===== src/rtl/pmftl_ram.sv =====
module pmftl_ram #(
    parameter int W = 8,
    parameter int D = 16
) (
    input  logic                 i_clk,
    input  logic                 i_we,
    input  logic [$clog2(D)-1:0] i_waddr,
    input  logic [W-1:0]         i_wdata,
    input  logic [$clog2(D)-1:0] i_raddr,
    output logic [W-1:0]         o_rdata
);
    logic [W-1:0] r_mem [D];
    logic [W-1:0] r_rdata;

    always_ff @(posedge i_clk) begin
        if (i_we) begin
            r_mem[i_waddr] <= i_wdata;
        end
        r_rdata <= r_mem[i_raddr];
    end

    assign o_rdata = r_rdata;
endmodule


===== config.mk =====
export PLATFORM = sky130hd
export DESIGN_NAME = pmftl_ram
export DESIGN_NICKNAME = d
export VERILOG_FILES = /design/src/rtl/pmftl_ram.sv
export SDC_FILE = /design/constraint.sdc
export NUM_CORES = 1
export LEC_CHECK = 0
export BUFFER_PORTS_ARGS = -buffer_cell sky130_fd_sc_hd__buf_2
export CAP_MARGIN = 10
export CORE_UTILIZATION = 60
export CTS_CLUSTER_DIAMETER = 40
export CTS_CLUSTER_SIZE = 30
export DETAILED_ROUTE_END_ITERATION = 7
export PLACE_DENSITY = 0.78
export SETUP_SLACK_MARGIN = 0.1
export SYNTH_ARGS = -nofsm -noshare
export SYNTH_HDL_FRONTEND = slang
export SYNTH_SLANG_ARGS = --single-unit

===== constraint.sdc =====
create_clock -name i_clk -period 2.3 [get_ports i_clk]
set_input_delay 0.23 -clock i_clk [delete_from_list [all_inputs] [get_ports i_clk]]
set_output_delay 0.23 -clock i_clk [all_outputs]
set_load 0.005 [all_outputs]

==> results.cfg <==
[power]
internal_power_uw = 4530
swShare_pct = 20.8
power.share.combinational_pct = 4.5
power_frac_clock_pct = 46.8
powerDensity_mw_per_mm2 = 944
power_uw = 5720
power_switching_uw = 1190
leakagePower_uw = 0.00207
seqPwrFrac_pct = 48.7
peakVddDrop_mv = 0.615

[die]
die_h_um = 94.6
io_pins = 26
start_util_pct = 62.3
dieArea_mm2 = 0.00895
die-width_um = 94.6
coreArea_mm2 = 0.00826
std_cell_rows = 33

[sta]
rsz0062_at_grt = false
finalCritPeriodShare_pct = 63.1
drv_slew = 0
worst_pin_slew_ps = 749
hold_violations = 0
relSlewSlack_pct = 49.9
fmax_ghz = 0.689
hold-worst-slack_ps = 108
fin_tns_setup_ps = 0
clock_skew_ps = 5.35
fin_ws_ps = 848
finalSetupViolCount = 0
min_period_ps = 1450

[layout]
antenna_cells = 0
fill_cells = 451
layout.nets = 300
synthToLayoutAreaGrowth_pct = 17.8
drive_gt1_share_pct = 32.2

[synth]
syn_avg_cell_area_um2 = 22.5
synth-edff-count = 128
synth_cell_type_count = 19
post-synth-top-count-cell = edfxtp_1
synth_seq_area_share_pct = 77.8
syn_area_mm2 = 0.00515
synth.yosys.warnings = 0
netlist_instances = 229
ys_ff_latch = 136
yosysTopAreaCell = edfxtp_1
yosys-top-cells-area = edfxtp_1 (75%), mux4_2 (7.9%), mux4_1 (7.1%), dfxtp_1 (3.1%), a22oi_1 (2.3%)
synth_ff_type = edfxtp_1
ys_async_sr_fraction_pct = 0
netlist.area_leader.share_pct = 74.7
synthTopCellsByCount = edfxtp_1 (128), mux4_2 (18), a22oi_1 (16), mux4_1 (14), nor2_1 (13)
syn_nets = 247

[routing]
drt_iter0_drc = 261
viasPerCell = 6.51
vias = 2603
first_pass_iters = 5
wl_per_cell_um = 26.1
drc = 0
drt-total-wl_mm = 10.4
ant_nets = 0

[placed_design]
post-place-ws_ps = 534
hpwl_mm = 6.10
finalWeightedCongestion = 0.770
port_buffers = 25

[clock_network]
cts_setup_buffers = 0
cts_hold_buf = 0
cts_root_buffer = clkbuf_8
cts_resized = 0
cts.clk_slew.worst_paths_ps = 60
htree_levels = 4
cts_tree = yes
cts_inserted_buffers = 17
cts_sinks = 136
clock_path_buffers = 2
clkLatencyLatePin_ps = 500

[critical_path]
path_class = reg2reg
cp_data_arrival_time_ps = 1830
critPathLaunchType = register
required_ps = 2670
worst_setup_path_end_kind = register
cp_max_fo = 1

[global_routing]
grt_remaining_overflow = 0
antenna_found_initial = 0
grt_pass1_wl_mm = 15.2
grt_max_degree = 33
grt_pass1_vias = 2562
grt_usage_pct = 25.5

[min_path]
min_path_type = in2reg

[flow_run]
max-cap-violations = 0

[outcome]
status = completed
## power groups by stage
stage | clock, uW | combinational (uW) | sequential (uW)
detailed placement | 0 | 252 | 2840
finish | 2680 | 257 | 2790
global route | 2810 | 275 | 2790
global placement | 0 | 243 | 2840
CTS | 2690 | 257 | 2790
floorplan | 0 | 141 | 2840
## flip-flops by register name, summed over array words and instances, names as in the netlist
| signal | flops |
|---|---|
| o_rdata | 8 |
| r_mem | 128 |
## worst paths after layout
check	start	end	slack [ps]	cells after the start
worst max-delay path	r_mem[3][5]	o_rdata[5]	850	3
worst min-delay path	i_wdata[4]	r_mem[0][4]	110	1
worst max register to register	r_mem[3][5]	o_rdata[5]	850	3
worst min register to register	r_mem[12][7]	o_rdata[7]	680	3
## layer usage
layer  wire (um)  vias to the layer above  track usage (%)
li1            -                     1085                -
met1        4390                     1382             35.5
met2        5300                      123             40.0
met3         600                       13             6.36
met4         142                        0             8.71
met5           0                        -                0
## metrics by stage
| stage | util, % | std cells | cell area [um2] |
|---|---|---|---|
| after floorplan | - | 229 | 5150 |
| after global placement | 66.3 | 368 | 5470 |
| after detailed placement | 66.3 | 368 | 5470 |
| after CTS | 73.4 | 400 | 6060 |
| after global routing | 73.4 | 400 | 6060 |
| final | 73.4 | 400 | 6060 |
## cell families after synthesis
| logic type | synth area share, % |
|---|---|
| AOI/OAI and AO/OA | 2.33 |
| buffers and inverters | 1.68 |
| DFF | 77.8 |
| muxes | 15.0 |
| and+or+nand+nor | 3.18 |
## area by class of cell
| class | instances | area, um2 | share of cell area [%] |
|---|---|---|---|
| Clock buffer | 17 | 414 | 6.83 |
| Clock inverter | 15 | 176 | 2.91 |
| Multi-Input combinational cell | 83 | 1060 | 17.4 |
| Sequential cell | 136 | 4000 | 66.0 |
| Tap cell | 105 | 131 | 2.17 |
| Timing Repair Buffer | 44 | 280 | 4.62 |
## placed cells by master, fill, tap and decap left out, drive strengths merged
cell	n
clkinvlp	6
dfxtp	8
nand2b	2
nor3	4
and2b	1
edfxtp	128
and2	1
or3b	1
mux4	32
nand3	1
buf	44
nor2	13
nand3b	2
clkbuf	17
nand2	9
a22oi	16
clkinv	4
nor2b	1
inv	2
bufinv	3
## critical path, stage by stage, from the launching register on
cell and delay [ps]:
edfxtp_1 410, mux4_1 500, a22oi_1 310, nand2_1 110
(Power assumes the default switching activity.)
