[src/rtl/pmftl_pkg.sv]
package pmftl_pkg;

    localparam int NB  = 64;
    localparam int PPB = 64;
    localparam int NLP = 2048;

    localparam int BLK_W  = $clog2(NB);
    localparam int OFF_W  = $clog2(PPB);
    localparam int PPN_W  = BLK_W + OFF_W;
    localparam int LP_W   = $clog2(NLP);
    localparam int VC_W   = $clog2(PPB + 1);
    localparam int EC_W   = 16;
    localparam int CT_W   = 32;
    localparam int FC_W   = $clog2(NB + 1);
    localparam int NUM_W  = VC_W + CT_W;
    localparam int DEN_W  = $clog2(2 * PPB + 1);
    localparam int SCAN_W = $clog2(NB + 3);
    localparam int MAP_W  = 1 + PPN_W;

    // fixed field widths
    localparam int IN_LP_W  = 11;
    localparam int PHYS_W   = 12;
    localparam int GC_W     = 7;
    localparam int ST_W     = 2;
    localparam int RES_W    = 7;
    localparam int END_W    = 16;
    localparam int CFG_IX_W = 2;
    localparam int CFG_D_W  = 16;

    localparam logic [CFG_IX_W-1:0] CFG_RESERVE = 2'd0;
    localparam logic [CFG_IX_W-1:0] CFG_POLICY  = 2'd1;
    localparam logic [CFG_IX_W-1:0] CFG_ENDURE  = 2'd2;

    localparam logic [ST_W-1:0] ST_OK       = 2'd0;
    localparam logic [ST_W-1:0] ST_UNMAPPED = 2'd1;
    localparam logic [ST_W-1:0] ST_NOFREE   = 2'd2;

    typedef enum logic [1:0] {
        OP_INC       = 2'd0,
        OP_INC_CLOSE = 2'd1,
        OP_DEC       = 2'd2,
        OP_ERASE     = 2'd3
    } t_rmw_op;

    typedef struct packed {
        logic [VC_W-1:0] vc;
        logic [EC_W-1:0] ec;
        logic [CT_W-1:0] ct;
    } t_binfo;

    localparam int BI_W = $bits(t_binfo);

    typedef struct packed {
        logic             clr;
        logic             vld;
        logic             pol;
        logic             elig;
        logic [BLK_W-1:0] blk;
        logic [VC_W-1:0]  vc;
        logic [CT_W-1:0]  age;
    } t_sc_ctl;

    typedef struct packed {
        logic             found;
        logic [BLK_W-1:0] victim;
    } t_sc_res;

endpackage

[src/rtl/pmftl_score.sv]
module pmftl_score (
    input  logic               i_clk,
    input  logic               i_rst_n,
    input  pmftl_pkg::t_sc_ctl i_ctl,
    output pmftl_pkg::t_sc_res o_res
);
    import pmftl_pkg::*;

    logic [VC_W-1:0]         v_clip;
    logic [VC_W-1:0]         inv;
    logic [NUM_W-1:0]        n_num;
    logic [DEN_W-1:0]        n_den;
    logic                    r_a_v;
    logic [BLK_W-1:0]        r_a_blk;
    logic [NUM_W-1:0]        r_a_num;
    logic [DEN_W-1:0]        r_a_den;
    logic [NUM_W-1:0]        r_best_num;
    logic [DEN_W-1:0]        r_best_den;
    logic                    r_found;
    logic [BLK_W-1:0]        r_victim;
    logic [NUM_W+DEN_W-1:0]  prod_new;
    logic [NUM_W+DEN_W-1:0]  prod_best;

    // stage A: score as a fraction num/den
    always_comb begin
        v_clip = (i_ctl.vc > VC_W'(PPB)) ? VC_W'(PPB) : i_ctl.vc;
        inv    = VC_W'(PPB) - v_clip;
        if (i_ctl.pol) begin
            n_num = NUM_W'(inv) * NUM_W'(i_ctl.age);
            n_den = DEN_W'(PPB) + DEN_W'(v_clip);
        end else begin
            n_num = NUM_W'(inv);
            n_den = DEN_W'(1);
        end
    end

    // stage B: exact compare by cross products, strictly greater wins
    assign prod_new  = (NUM_W+DEN_W)'(r_a_num) * (NUM_W+DEN_W)'(r_best_den);
    assign prod_best = (NUM_W+DEN_W)'(r_best_num) * (NUM_W+DEN_W)'(r_a_den);

    always_ff @(posedge i_clk) begin
        if (!i_rst_n || i_ctl.clr) begin
            r_a_v      <= 1'b0;
            r_found    <= 1'b0;
            r_best_num <= '0;
            r_best_den <= DEN_W'(1);
        end else begin
            r_a_v <= i_ctl.vld && i_ctl.elig;
            if (r_a_v && (prod_new > prod_best)) begin
                r_best_num <= r_a_num;
                r_best_den <= r_a_den;
                r_found    <= 1'b1;
                r_victim   <= r_a_blk;
            end
        end
        r_a_blk <= i_ctl.blk;
        r_a_num <= n_num;
        r_a_den <= n_den;
    end

    assign o_res.found  = r_found;
    assign o_res.victim = r_victim;
endmodule

[config.mk]
export PLATFORM = sky130hd
export DESIGN_NAME = pmftl_score
export DESIGN_NICKNAME = d
export VERILOG_FILES = /design/src/rtl/pmftl_pkg.sv /design/src/rtl/pmftl_score.sv
export SDC_FILE = /design/constraint.sdc
export NUM_CORES = 2
export LEC_CHECK = 0
export BUFFER_PORTS_ARGS = -buffer_cell sky130_fd_sc_hd__buf_2
export CELL_PAD_IN_SITES_DETAIL_PLACEMENT = 1
export CELL_PAD_IN_SITES_GLOBAL_PLACEMENT = 1
export CORE_UTILIZATION = 50
export DETAILED_ROUTE_END_ITERATION = 10
export HOLD_SLACK_MARGIN = 0.1
export PLACE_DENSITY = 0.89
export RECOVER_POWER = 50
export SLEW_MARGIN = 20
export SYNTH_ARGS = -nofsm -noshare
export SYNTH_HDL_FRONTEND = slang
export SYNTH_SLANG_ARGS = --single-unit
[constraint.sdc]
create_clock -name i_clk -period 18.68 [get_ports i_clk]
set_clock_uncertainty 0.2 [all_clocks]
set_input_delay 3.736 -clock i_clk [delete_from_list [all_inputs] [get_ports i_clk]]
set_output_delay 3.736 -clock i_clk [all_outputs]
set_load 0.005 [all_outputs]
==> impl_metrics.ini <==
[run_status]
status = finished with violations
violations = capacitance limit, slew limit

[detailed_routing]
num_vias = 23300
viasPerCell = 5.73
routed_wl_mm = 87.6
final_antenna_net_count = 0
routedWlPerCell_um = 21.6
drt-initial-drc-count = 1222
route.detailed.drc = 0
drtPass1Iterations = 5

[yosys]
ys_seq_area_share_pct = 7.44
synth_top_family_by_area = adder cells
synthXorXnorAreaFrac_pct = 3.37
yosysUniqueCellTypes = 70
async_flop_share_pct = 0
ys_ff_latch = 108
syn-num-nets = 4204
synth_compound_area_share_pct = 8.79
synthMuxAreaShare_pct = 1.72
synth_edf_count = 6
synthAdderAreaFrac_pct = 49.8
synth_area_sq_um = 29800
ys.flop_type = dfxtp_1
synthCells = 3321
synth_simple_gate_area_share_pct = 20.8
synth-warning-count = 0
synth_area_per_cell_sq_um = 8.99

[layout]
n_antenna_cell = 0
fin_nets = 4162
regArea_sq_um = 2230
area_growth_pct = 3.95
nFillCells = 6907
fin_area_sq_um = 31000
multi_input_area_sq_um = 25200
layout-drive-gt1-share_pct = 3.59

[clock_network]
clk_pin_slew_ns = 0.08
cts_buffers = 9
ctsResizeCount = 0
cts_setup_buffers = 0
root_buffer = clkbuf_16
cts_tree = yes
postCtsHoldBufs = 0
cts-htree-levels = 3
cts.path.max_buffers = 2
clkLatencyLatePin_ns = 0.39
cts_sinks = 108

[critical_path]
cp_common_cell = a21oi_1
arrival_ns = 12.62
worstPathMaxFanout = 32
slowest_delay_ns = 1.00
cp_slowest_cell = clkbuf_1
crit_family = compound AO/OA/AOI/OAI gates
startpoint_type = input pin
cp-end-kind = register
path_buf_inv = 5
critPathKind = in2reg
crit_required_ns = 18.75

[placement]
io_buffers = 57
dpl_cell_area_sq_um = 30800
gp_congestion = 0.865
dp_hpwl_mm = 70.0
dpl_worst_slack_ns = 7.70

[floorplanning]
fp.dieH_um = 246
io_pins = 58
die_area_sq_um = 60700
rows = 89
core_area_sq_um = 59000
die_w_um = 246
start_util_pct = 50.6

[global_routing]
grt_pass1_wl_mm = 144
groute.usage.overall_pct = 30.1
antenna_found_initial = 2
first_global_vias = 27300
overflow = 0
grt_max_degree = 50

[timing]
clock.fmax_ghz = 0.0797
rsz0062_at_grt = no
hold_violations = 0
timing.final.crit_share_pct = 67.2
worstMarginPinSlew_ns = 2.09
report.final.slew_viol_count = 91
fin_setup_tns_ns = 0
slew-limit-headroom_pct = -39.2
setup-violations-final = 0
finalCriticalPeriod_ns = 12.55
setup_ws_ns = 6.13

[pwr]
cellPowerDensity_nw_per_um2 = 56.0
vdd_drop_max_uv = 45.7
p_int_mw = 0.849
p_leak_nw = 16.0
power_frac_clock_pct = 12.3
swShare_pct = 51.1
switchingPower_mw = 0.889
combPwrFrac_pct = 65.9
p_seq_share_pct = 21.8

[worst_hold_path]
hold_path_class = reg2reg

[job]
drv_cap = 2
==> area by class of cell <==
class	count	share of cell area, %
inverters	510	6.17
clock buffers	9	0.726
well taps	773	3.12
multi-input cells	2576	81.3
flip-flops and latches	108	7.19
clock inverters	7	0.262
repair buffers	74	1.26
==> cell families (layout without fill, tap and decap cells) <==
family                     Yosys count  in the layout
adders and majority gates          832            832
DFF                                108            108
xor gates and xnor gates           115            115
and+or+nand+nor                   1186           1186
buffers and inverters              637            600
muxes                               51             51
AOI/OAI and AO/OA                  392            392
==> layer usage <==
| metal | global-route usage (%) | wire [um] | vias to the layer above |
|---|---|---|---|
| met1 | 37.4 | 35400 | 12200 |
| li1 | - | - | 10200 |
| met2 | 54.2 | 45600 | 659 |
| met4 | 10.4 | 2540 | 0 |
| met5 | 0 | 0 | - |
| met3 | 3.16 | 4030 | 162 |
==> synthesized netlist by cell type, drive strengths merged (57+ instances only) <==
library cell | count | area [sq um]
a21o | 90 | 676
a21oi | 133 | 669
and2 | 564 | 3530
clkbuf | 121 | 457
dfxtp | 102 | 2040
fa | 593 | 11900
ha | 239 | 2990
inv | 510 | 1910
nand2 | 367 | 1380
nor2 | 111 | 417
o21ai | 57 | 285
xnor2 | 67 | 587
==> worst register-to-register path: cells and delay by family (launching register included) <==
family                   cells  cell delay [ns]
buffers and inverters        4             0.87
AO/OA/AOI/OAI                8             2.96
adder cells (fa/ha/maj)      6             2.78
flip-flops                   1             1.41
AND/OR/NAND/NOR              9             2.98
XOR/XNOR                     1             0.13
==> placed cells by master (no fill, tap or decap), drive strengths merged, types with 4 or more instances in the layout <==
cell	count
mux2i	48
xnor2	67
clkbuf	19
o21ai	57
o311ai	4
nor3	14
edfxtp	6
buf	64
dfxtp	102
a211oi	10
nand2b	18
nor2b	27
or3	8
o211ai	9
o21bai	19
a21oi	133
nand3	25
o21a	14
a31oi	18
xor2	48
ha	239
and2	564
nor2	111
nand2	367
and3	15
a211o	4
o31ai	7
fa	593
inv	514
a21o	90
or2	4
nand4	20
==> path summary, 6_finish.rpt <==
check / cells past startpoint / from / end / slack, ns
worst max-delay path: 27 / i_ctl[38] / r_a_num[38] / 6.13
worst min-delay path: 0 / r_a_blk[4] / r_victim[4] / 0.21
worst max register to register: 28 / r_a_den[2] / r_victim[2] / 7.03
worst min register to register: 0 / r_a_blk[4] / r_victim[4] / 0.21
==> per-stage QoR <==
step	hold WS (ns)	utilization, %	total power, mW	std cells
final	0.210	52.6	1.74	4057
after detailed placement	0.190	52.1	1.50	4041
after CTS	0.210	52.6	1.73	4057
after global routing	0.220	52.6	1.88	4057
after global placement	0.186	52.1	1.39	4041
after floorplan	0.186	-	1.14	3321
==> power groups by stage <==
stage          Sequential [mW]  Clock [mW]  Combinational [mW]
6_report                 0.379       0.214                1.15
5_1_grt                  0.381       0.224                1.28
4_1_cts                  0.371       0.217                1.14
3_5_place_dp             0.376           0                1.12
3_3_place_gp             0.371           0                1.02
2_1_floorplan            0.308           0               0.837
==> registers in the layout, indices dropped and copies added (netlist names) <==
| name | flops |
|---|---|
| r_a_v | 1 |
| r_found | 1 |
| r_best_num | 39 |
| r_a_num | 39 |
| r_a_blk | 6 |
| r_best_den | 8 |
| r_victim | 6 |
| r_a_den | 8 |
Note: power is estimated with default switching activity, not from simulation.
